==> src/sv/mwgg_pkg.sv <==
// ---------------------------------------------------------------------------
// mwgg_pkg: month week grid generator shared types and constants
// Field widths, reciprocal constants, state encoding and calendar tables.
// ---------------------------------------------------------------------------
package mwgg_pkg;

    localparam int YEAR_W  = 14;
    localparam int MONTH_W = 4;
    localparam int DAY_W   = 5;
    localparam int ROW_W   = 3;
    localparam int COL_W   = 3;

    // shared multiplier operand and product widths
    localparam int MUL_W  = 15;
    localparam int PROD_W = 2 * MUL_W;

    // floor(x/100) = (x * 5243) >> 19 exact for x < 43690
    localparam logic [MUL_W-1:0] RECIP_100 = 15'd5243;
    localparam int               SHIFT_100 = 19;
    localparam int               Q100_W    = 7;
    // floor(x/7) = (x * 18725) >> 17 exact for x < 43690
    localparam logic [MUL_W-1:0] RECIP_7   = 15'd18725;
    localparam int               SHIFT_7   = 17;
    localparam int               Q7_W      = 11;

    localparam logic [YEAR_W-1:0]  YEAR_MIN  = 14'd1;
    localparam logic [YEAR_W-1:0]  YEAR_MAX  = 14'd9999;
    localparam logic [MONTH_W-1:0] MONTH_JAN = 4'd1;
    localparam logic [MONTH_W-1:0] MONTH_FEB = 4'd2;
    localparam logic [MONTH_W-1:0] MONTH_MAR = 4'd3;
    localparam logic [MONTH_W-1:0] MONTH_APR = 4'd4;
    localparam logic [MONTH_W-1:0] MONTH_JUN = 4'd6;
    localparam logic [MONTH_W-1:0] MONTH_SEP = 4'd9;
    localparam logic [MONTH_W-1:0] MONTH_NOV = 4'd11;
    localparam logic [MONTH_W-1:0] MONTH_DEC = 4'd12;
    localparam logic [COL_W-1:0]   COL_SUN   = 3'd6;

    typedef enum logic [2:0] {
        ST_IDLE,
        ST_DIV100,
        ST_SUM,
        ST_DIV7,
        ST_START,
        ST_EMIT
    } t_state;

    function automatic logic [DAY_W-1:0] month_len(input logic [MONTH_W-1:0] m,
                                                   input logic leap);
        logic [DAY_W-1:0] len;
        unique case (m)
            MONTH_FEB: len = leap ? 5'd29 : 5'd28;
            MONTH_APR,
            MONTH_JUN,
            MONTH_SEP,
            MONTH_NOV: len = 5'd30;
            default:   len = 5'd31;
        endcase
        return len;
    endfunction

    // month offsets for the Sunday-based day-of-week sum
    function automatic logic [2:0] month_key(input logic [MONTH_W-1:0] m);
        logic [2:0] k;
        unique case (m)
            4'd1:    k = 3'd0;
            4'd2:    k = 3'd3;
            4'd3:    k = 3'd2;
            4'd4:    k = 3'd5;
            4'd5:    k = 3'd0;
            4'd6:    k = 3'd3;
            4'd7:    k = 3'd5;
            4'd8:    k = 3'd1;
            4'd9:    k = 3'd4;
            4'd10:   k = 3'd6;
            4'd11:   k = 3'd2;
            4'd12:   k = 3'd4;
            default: k = 3'd0;
        endcase
        return k;
    endfunction

endpackage

==> src/sv/mwgg_req_if.sv <==
// ---------------------------------------------------------------------------
// mwgg_req_if: request channel
// Valid/ready channel carrying the requested year and month.
// ---------------------------------------------------------------------------
interface mwgg_req_if;
    import mwgg_pkg::*;

    logic               valid;
    logic               ready;
    logic [YEAR_W-1:0]  year;
    logic [MONTH_W-1:0] month;

    modport source (output valid, output year, output month, input ready);
    modport sink   (input valid, input year, input month, output ready);
endinterface

==> src/sv/mwgg_date_if.sv <==
// ---------------------------------------------------------------------------
// mwgg_date_if: grid date channel
// Valid/ready channel carrying one grid date word per handshake.
// ---------------------------------------------------------------------------
interface mwgg_date_if;
    import mwgg_pkg::*;

    logic               valid;
    logic               ready;
    logic [YEAR_W-1:0]  date_year;
    logic [MONTH_W-1:0] date_month;
    logic [DAY_W-1:0]   date_day;
    logic [ROW_W-1:0]   week_row;
    logic [COL_W-1:0]   weekday;
    logic               in_month;
    logic               last;

    modport source (output valid, output date_year, output date_month, output date_day,
                    output week_row, output weekday, output in_month, output last,
                    input ready);
    modport sink   (input valid, input date_year, input date_month, input date_day,
                    input week_row, input weekday, input in_month, input last,
                    output ready);
endinterface

==> src/sv/month_week_grid_generator_unit.sv <==
// ---------------------------------------------------------------------------
// month_week_grid_generator_unit: ISO week calendar grid of one month
// Takes a year and month, emits 28 to 42 dates Monday to Sunday, row by row.
// ---------------------------------------------------------------------------
//  channel   dir  fields                                            words/item
//  i_req     in   year, month                                       1
//  o_date    out  date_year, date_month, date_day, week_row,        28..42
//                 weekday, in_month, last
//
//  A valid request passes through setup states ST_DIV100, ST_SUM, ST_DIV7
//  and ST_START (two passes through one shared 15x15 multiplier: divide by
//  100, then mod 7), then one date word per cycle while o_date.ready is
//  high. An out-of-range request is taken and produces nothing. i_req.ready
//  is high only when idle. Stalls on o_date hold the word. Synchronous
//  active-low reset returns to idle.
// ---------------------------------------------------------------------------
module month_week_grid_generator_unit (
    input  logic        i_clk,
    input  logic        i_rst_n,
    mwgg_req_if.sink    i_req,
    mwgg_date_if.source o_date
);
    import mwgg_pkg::*;

    t_state r_state, n_state;

    logic [YEAR_W-1:0]  r_year;
    logic [MONTH_W-1:0] r_month;
    logic [PROD_W-1:0]  r_prod, n_prod;
    logic [MUL_W-1:0]   r_sum, n_sum;
    logic [DAY_W-1:0]   r_mld, n_mld;
    logic [DAY_W-1:0]   r_plen, n_plen;
    logic [YEAR_W-1:0]  r_cur_year, n_cur_year;
    logic [MONTH_W-1:0] r_cur_month, n_cur_month;
    logic [DAY_W-1:0]   r_cur_day, n_cur_day;
    logic [ROW_W-1:0]   r_row, n_row;
    logic [COL_W-1:0]   r_col, n_col;

    logic req_fire, req_ok, date_fire;
    logic in_month, last_word;

    // shared multiplier
    logic [MUL_W-1:0]  mul_a, mul_b;
    logic [PROD_W-1:0] mul_p;

    // setup arithmetic
    logic [Q100_W-1:0] q100y, q100yy;
    logic [YEAR_W-1:0] r100, yy;
    logic              early, leap;
    logic [Q7_W-1:0]   q7;
    logic [MUL_W-1:0]  rem_full;
    logic [2:0]        offset;
    logic [DAY_W-1:0]  cur_len;

    assign req_fire  = i_req.valid && i_req.ready;
    assign req_ok    = (i_req.year >= YEAR_MIN) && (i_req.year <= YEAR_MAX)
                    && (i_req.month >= MONTH_JAN) && (i_req.month <= MONTH_DEC);
    assign date_fire = o_date.valid && o_date.ready;

    assign in_month  = (r_cur_year == r_year) && (r_cur_month == r_month);
    // row 0 ends inside the month, so a Sunday outside it is past the end
    assign last_word = (r_col == COL_SUN) && (!in_month || (r_cur_day == r_mld));

    assign mul_a = (r_state == ST_DIV100) ? {1'b0, r_year} : r_sum;
    assign mul_b = (r_state == ST_DIV100) ? RECIP_100 : RECIP_7;
    assign mul_p = mul_a * mul_b;

    always_comb begin
        q100y  = r_prod[SHIFT_100 +: Q100_W];
        r100   = r_year - YEAR_W'({7'd0, q100y} * 14'd100);
        leap   = (r_year[1:0] == 2'b00) && ((r100 != '0) || (q100y[1:0] == 2'b00));
        early  = (r_month < MONTH_MAR);
        yy     = early ? (r_year - 14'd1) : r_year;
        q100yy = (early && (r100 == '0)) ? (q100y - 7'd1) : q100y;
        q7       = r_prod[SHIFT_7 +: Q7_W];
        rem_full = r_sum - MUL_W'({4'd0, q7} * 15'd7);
        offset   = (rem_full[2:0] == 3'd0) ? 3'd6 : (rem_full[2:0] - 3'd1);
        cur_len  = in_month ? r_mld : r_plen;
    end

    // next state
    always_comb begin
        n_state = r_state;
        unique case (r_state)
            ST_IDLE:   if (req_fire && req_ok) n_state = ST_DIV100;
            ST_DIV100: n_state = ST_SUM;
            ST_SUM:    n_state = ST_DIV7;
            ST_DIV7:   n_state = ST_START;
            ST_START:  n_state = ST_EMIT;
            ST_EMIT:   if (date_fire && last_word) n_state = ST_IDLE;
            default:   n_state = ST_IDLE;
        endcase
    end

    // handshake outputs
    always_comb begin
        i_req.ready  = (r_state == ST_IDLE);
        o_date.valid = (r_state == ST_EMIT);
    end

    assign o_date.date_year  = r_cur_year;
    assign o_date.date_month = r_cur_month;
    assign o_date.date_day   = r_cur_day;
    assign o_date.week_row   = r_row;
    assign o_date.weekday    = r_col;
    assign o_date.in_month   = in_month;
    assign o_date.last       = last_word;

    // datapath
    always_comb begin
        n_prod      = r_prod;
        n_sum       = r_sum;
        n_mld       = r_mld;
        n_plen      = r_plen;
        n_cur_year  = r_cur_year;
        n_cur_month = r_cur_month;
        n_cur_day   = r_cur_day;
        n_row       = r_row;
        n_col       = r_col;
        unique case (r_state)
            ST_DIV100,
            ST_DIV7: begin
                n_prod = mul_p;
            end
            ST_SUM: begin
                n_sum  = {1'b0, yy} + {3'b0, yy[YEAR_W-1:2]} - {8'b0, q100yy}
                       + {10'b0, q100yy[Q100_W-1:2]} + {12'b0, month_key(r_month)}
                       + 15'd1;
                n_mld  = month_len(r_month, leap);
                n_plen = (r_month == MONTH_JAN) ? 5'd31
                                                : month_len(r_month - 4'd1, leap);
            end
            ST_START: begin
                n_row = '0;
                n_col = '0;
                if (offset == 3'd0) begin
                    n_cur_year  = r_year;
                    n_cur_month = r_month;
                    n_cur_day   = 5'd1;
                end else if (r_month == MONTH_JAN) begin
                    n_cur_year  = r_year - 14'd1;
                    n_cur_month = MONTH_DEC;
                    n_cur_day   = 5'd31 - {2'b0, offset} + 5'd1;
                end else begin
                    n_cur_year  = r_year;
                    n_cur_month = r_month - 4'd1;
                    n_cur_day   = r_plen - {2'b0, offset} + 5'd1;
                end
            end
            ST_EMIT: begin
                if (date_fire && !last_word) begin
                    if (r_cur_day >= cur_len) begin
                        n_cur_day = 5'd1;
                        if (r_cur_month >= MONTH_DEC) begin
                            n_cur_month = MONTH_JAN;
                            n_cur_year  = r_cur_year + 14'd1;
                        end else begin
                            n_cur_month = r_cur_month + 4'd1;
                        end
                    end else begin
                        n_cur_day = r_cur_day + 5'd1;
                    end
                    if (r_col == COL_SUN) begin
                        n_col = '0;
                        n_row = r_row + 3'd1;
                    end else begin
                        n_col = r_col + 3'd1;
                    end
                end
            end
            default: ;
        endcase
    end

    always_ff @(posedge i_clk) begin
        if (!i_rst_n) begin
            r_state     <= ST_IDLE;
            r_mld       <= '0;
            r_cur_year  <= '0;
            r_cur_month <= MONTH_JAN;
            r_cur_day   <= 5'd1;
            r_row       <= '0;
            r_col       <= '0;
        end else begin
            r_state     <= n_state;
            r_mld       <= n_mld;
            r_cur_year  <= n_cur_year;
            r_cur_month <= n_cur_month;
            r_cur_day   <= n_cur_day;
            r_row       <= n_row;
            r_col       <= n_col;
        end
    end

    always_ff @(posedge i_clk) begin
        if (req_fire) begin
            r_year  <= i_req.year;
            r_month <= i_req.month;
        end
        r_prod <= n_prod;
        r_sum  <= n_sum;
        r_plen <= n_plen;
    end

endmodule

==> src/flat_wrapper.sv <==
// flat-port wrapper written by rule: the top's interface ports become plain ports
module month_week_grid_generator_unit_flat import mwgg_pkg::*;
  (i_clk, i_rst_n, i_req_valid, i_req_year, i_req_month, i_req_ready, o_date_valid, o_date_date_year, o_date_date_month, o_date_date_day, o_date_week_row, o_date_weekday, o_date_in_month, o_date_last, o_date_ready);
  mwgg_req_if i_req_i ();
  mwgg_date_if o_date_i ();
  input  logic i_clk;
  input  logic i_rst_n;
  input wire logic [$bits(i_req_i.valid)-1:0] i_req_valid;
  input wire logic [$bits(i_req_i.year)-1:0] i_req_year;
  input wire logic [$bits(i_req_i.month)-1:0] i_req_month;
  output wire logic [$bits(i_req_i.ready)-1:0] i_req_ready;
  output wire logic [$bits(o_date_i.valid)-1:0] o_date_valid;
  output wire logic [$bits(o_date_i.date_year)-1:0] o_date_date_year;
  output wire logic [$bits(o_date_i.date_month)-1:0] o_date_date_month;
  output wire logic [$bits(o_date_i.date_day)-1:0] o_date_date_day;
  output wire logic [$bits(o_date_i.week_row)-1:0] o_date_week_row;
  output wire logic [$bits(o_date_i.weekday)-1:0] o_date_weekday;
  output wire logic [$bits(o_date_i.in_month)-1:0] o_date_in_month;
  output wire logic [$bits(o_date_i.last)-1:0] o_date_last;
  input wire logic [$bits(o_date_i.ready)-1:0] o_date_ready;
  assign i_req_i.valid = i_req_valid;
  assign i_req_i.year = i_req_year;
  assign i_req_i.month = i_req_month;
  assign i_req_ready = i_req_i.ready;
  assign o_date_valid = o_date_i.valid;
  assign o_date_date_year = o_date_i.date_year;
  assign o_date_date_month = o_date_i.date_month;
  assign o_date_date_day = o_date_i.date_day;
  assign o_date_week_row = o_date_i.week_row;
  assign o_date_weekday = o_date_i.weekday;
  assign o_date_in_month = o_date_i.in_month;
  assign o_date_last = o_date_i.last;
  assign o_date_i.ready = o_date_ready;
  month_week_grid_generator_unit u_core (.i_clk(i_clk), .i_rst_n(i_rst_n), .i_req(i_req_i), .o_date(o_date_i));
endmodule
==> config.mk <==
export PLATFORM = sky130hd
export DESIGN_NAME = month_week_grid_generator_unit_flat
export DESIGN_NICKNAME = d
export VERILOG_FILES = /design/src/sv/mwgg_pkg.sv /design/src/sv/mwgg_req_if.sv /design/src/sv/mwgg_date_if.sv /design/src/sv/month_week_grid_generator_unit.sv /design/src/flat_wrapper.sv
export SDC_FILE = /design/constraint.sdc
export NUM_CORES = 1
export LEC_CHECK = 0
export ABC_AREA = 1
export BUFFER_PORTS_ARGS = -buffer_cell sky130_fd_sc_hd__buf_4
export CORE_ASPECT_RATIO = 0.75
export CORE_MARGIN = 2
export CORE_UTILIZATION = 39
export DETAILED_ROUTE_END_ITERATION = 7
export HOLD_SLACK_MARGIN = 0.12
export PLACE_DENSITY_LB_ADDON = 0.05
export SYNTH_ARGS = -nofsm -noshare
export SYNTH_HDL_FRONTEND = slang
export SYNTH_SLANG_ARGS = --single-unit
export TNS_END_PERCENT = 50
==> constraint.sdc <==
create_clock -name i_clk -period 6.7 [get_ports i_clk]
set_input_delay 1.34 -clock i_clk [delete_from_list [all_inputs] [get_ports i_clk]]
set_output_delay 1.34 -clock i_clk [all_outputs]
set_load 0.02 [all_outputs]
==> impl_results.md <==
* Outcome: finished, violations left
* Violated checks: setup timing
* Synth Instances at approximately 1,600
* Port buffer count at between 50 and 60
* Delay of the slowest critical-path stage at 0.50 ns
* Clock tree from TritonCTS: built
* Most common library cells after synthesis: sky130_fd_sc_hd__nand2_1 (322), sky130_fd_sc_hd__inv_1 (319), sky130_fd_sc_hd__ha_1 (202)
* Number of maximum-capacitance violations at 0
* Number of antenna repair diodes at 0
* WP data arrival at between 6 and 7 ns
* Minimum hold slack at ~0.50 ns
* Synth area leader: sky130_fd_sc_hd__ha_1
* Area share of the leading cell type in the synthesized netlist at 19.88%
* Final-report setup violation count at 4
* Number of synthesized register bits at roughly 80
* Number of optimization iterations in the first detailed-route pass at 6
* Leading cell types by total area after synthesis: sky130_fd_sc_hd__ha_1 (20%), sky130_fd_sc_hd__fa_1 (19%), sky130_fd_sc_hd__edfxtp_1 (10%)
* Number of design-rule violations left by the first detailed-router iteration at around 770
* Setup repair after global routing missed its margin: true
* Detail Placement HPWL at ~32 mm
* Number of max-slew violations in the final report at 0
* Clock sink count at 82
* Worst max-slew margin expressed relative to the limit at approximately 34%
* Via Count at ~11,000
* Overall global routing resource usage at about 23%
* XOR/XNOR Fraction of Synth Area at approximately 5.3%
* Type of the worst setup path: flop to flop
* CTS max path bufs at 2
* Share of synthesized cell area in and, or, nand and nor gates at between 10% and 20%
* Number of buffers added to fix hold violations after cts at 0
* Slew of the pin with the lowest slew margin at around 0.98 ns
* Final Worst Setup Slack at -0.1609 ns
* Number of endpoints with negative hold slack in the final report at 0
* Detailed-route wire length at between 30 and 40 mm
* Final period demand of the worst path at about 6.9 ns
* Post-synthesis instance area at approximately 0.013 sq mm
* Mapped Avg Cell Area at a little under 8 sq um
* Count of yosys warnings during synthesis at 0
* Grt total ovfl at 0
* Layout Area Growth over Synthesis at 18.53%
* Ratio of final minimum period to clock period at 102.4%
* Y dimension of the die at 160.4 microns
* Leading register cell type out of synthesis: sky130_fd_sc_hd__edfxtp_1
* Fraction of the yosys area taken by sequential cells at between 10% and 20%
* Setup skew after layout at 0.01007 ns
* Critical Path End Type: flop
* Clock network latency to the later pin of the worst-skew pair at about 0.36 ns
* Top-count cell post-synth: sky130_fd_sc_hd__nand2_1
* Starting Density at approximately two fifths
* Initial antenna violation count at 0
* Worst min-delay path category: flop to flop
* Die area at around 0.034 sq mm
* Compound-Gate Fraction of Synth Area at a little over a tenth
* Via count of the first global-routing pass at 10,850
* Via density per instance at approximately 4.8
* Die width at 212.5 microns
* Proportion of synthesized area in mux cells at 0%
* Pin count of the biggest net entering global routing at 34
* Global-route wire length before repair at between 50 and 60 mm
* Routed Antenna Nets at 0
* Main combinational cell family by area after synthesis: adder cells
* Required time of the critical path at about 6.8 ns
* Number of levels the H-tree was split into at 3
* Slowest cell on crit path: sky130_fd_sc_hd__fa_1
* Critical Path Fanout Max at 4
* Site Rows at 57
* Clock tree root buffer cell: sky130_fd_sc_hd__clkbuf_16
* Clock-pin slew reported for the worst setup and hold paths after clock tree synthesis at 0.07 ns
* Count of flip-flops with a built-in enable after synthesis at between 40 and 50
* Nets at 2,155
* Post-detailed-route wirelength per cell at ~16 microns
* Placer Congestion at around 0.87
* Fraction of final layout cells sized beyond drive strength 1 at approximately 14%
* Adder and majority gate portion of the synthesized area at 38.62%
* Startpoint type of the worst setup path: flop
* Most common cell type on the critical path: sky130_fd_sc_hd__nand2_1
* CORE AREA at 0.03224 sq mm
* Proportion of synthesized flip-flops having asynchronous set or reset at 0%
* Detailed-route DRC error count at 0
* Distinct cell type count after synthesis at 53
* Number of clock buffers inserted by TritonCTS at 9
* Number of I/O pins at 55
* Achievable Freq at around 150 MHz
final timing paths:
path / from / endpoint / slack, ns / depth (start not counted)
max reg2reg: u_core.r_prod[21]$_DFFE_PP_ / u_core.r_sum[13]$_DFFE_PP_ / -0.16 / 40
max: u_core.r_prod[21]$_DFFE_PP_ / u_core.r_sum[13]$_DFFE_PP_ / -0.16 / 40
min reg2reg: u_core.o_date.week_row[2]$_SDFFE_PN0P_ / u_core.o_date.week_row[2]$_SDFFE_PN0P_ / 0.50 / 2
min: u_core.o_date.week_row[2]$_SDFFE_PN0P_ / u_core.o_date.week_row[2]$_SDFFE_PN0P_ / 0.50 / 2
metal layers:
metal / up-vias / routed length (microns) / track usage [%]
met4: 0 / 357 / 3.497
met2: 193 / 15600 / 34.06
li1: 5537 / - / -
met3: 17 / 1629 / 3.070
met1: 5090 / 19320 / 34.96
met5: - / 0 / 0
sequential cells by signal (all words and copies together), names as in the netlist, named ones only:
register	cells
u_core.r_month	4
u_core.r_plen	2
u_core.o_date.date_year	14
u_core.r_mld	3
u_core.o_date.week_row	3
u_core.o_date.weekday	3
u_core.r_prod	9
u_core.o_date.date_month	4
u_core.r_year	14
u_core.r_state	3
u_core.o_date.date_day	5
u_core.r_sum	15
logic make-up after synthesis:
logic type / count (synthesis)
AOI/OAI and AO/OA: 243
xor gates and xnor gates: 77
other: 2
DFF: 82
buffers and inverters: 355
and+or+nand+nor: 559
adders and majority gates: 321
final cells by class:
type | instances | area, sq um
multi-input combinational | 1238 | 9694
fill | 3295 | 17170
clock inverter | 4 | 53.80
inverter | 320 | 1201
tap | 442 | 553.0
timing repair buffer | 161 | 1217
clock buffer | 12 | 267.8
sequential | 82 | 2082
cell usage in the layout (no fill, tap or decap), types with 9 or more instances in the layout:
cell type / instances
sky130_fd_sc_hd__clkbuf_16: 10
sky130_fd_sc_hd__xnor2_1: 20
sky130_fd_sc_hd__o21ai_2: 9
sky130_fd_sc_hd__a21oi_1: 88
sky130_fd_sc_hd__nand2_1: 317
sky130_fd_sc_hd__nand4_1: 20
sky130_fd_sc_hd__inv_1: 314
sky130_fd_sc_hd__ha_4: 10
sky130_fd_sc_hd__nand2_2: 10
sky130_fd_sc_hd__ha_1: 190
sky130_fd_sc_hd__fa_1: 114
sky130_fd_sc_hd__edfxtp_1: 44
sky130_fd_sc_hd__xor2_1: 53
sky130_fd_sc_hd__buf_4: 157
sky130_fd_sc_hd__nor3_1: 15
sky130_fd_sc_hd__conb_1: 38
sky130_fd_sc_hd__nand3_1: 57
sky130_fd_sc_hd__dfxtp_1: 38
sky130_fd_sc_hd__o21ai_0: 90
sky130_fd_sc_hd__nor2_1: 111
per-stage QoR:
stage | cells | setup slack (ns) | cell area, sq um | util, % | TNS [ns]
after floorplan | 1675 | -0.07682 | 12990 | - | -0.1410
after global placement | 2229 | -0.2286 | 14470 | 44.88 | -0.7552
after detailed placement | 2229 | -0.3307 | 14470 | 44.88 | -1.298
after CTS | 2257 | -0.2333 | 14980 | 46.46 | -0.5679
after global routing | 2259 | -0.5453 | 15070 | 46.75 | -4.322
final | 2259 | -0.1609 | 15070 | 46.75 | -0.3535
worst max-delay path: cells and delay by family (launching register included):
kind                     cells  cell delay (ns)
AND/OR/NAND/NOR             11             0.75
buffers and inverters        8             0.68
XOR/XNOR                     3             0.41
AO/OA/AOI/OAI                8             0.87
adder cells (fa/ha/maj)     10             3.42
flip-flops                   1             0.44
timing repair:
action / 4_1_cts / 5_1_grt
buffers inserted: 12 / 2
cloned: 1 / 0
pin swaps: 24 / 4
setup endpoints to repair: 8 / 17
resized for setup: 25 / 18
Power is left out: the tool's default activity adds up to more than one toggle a clock period on the data nets, which glitch-free logic cannot reach.
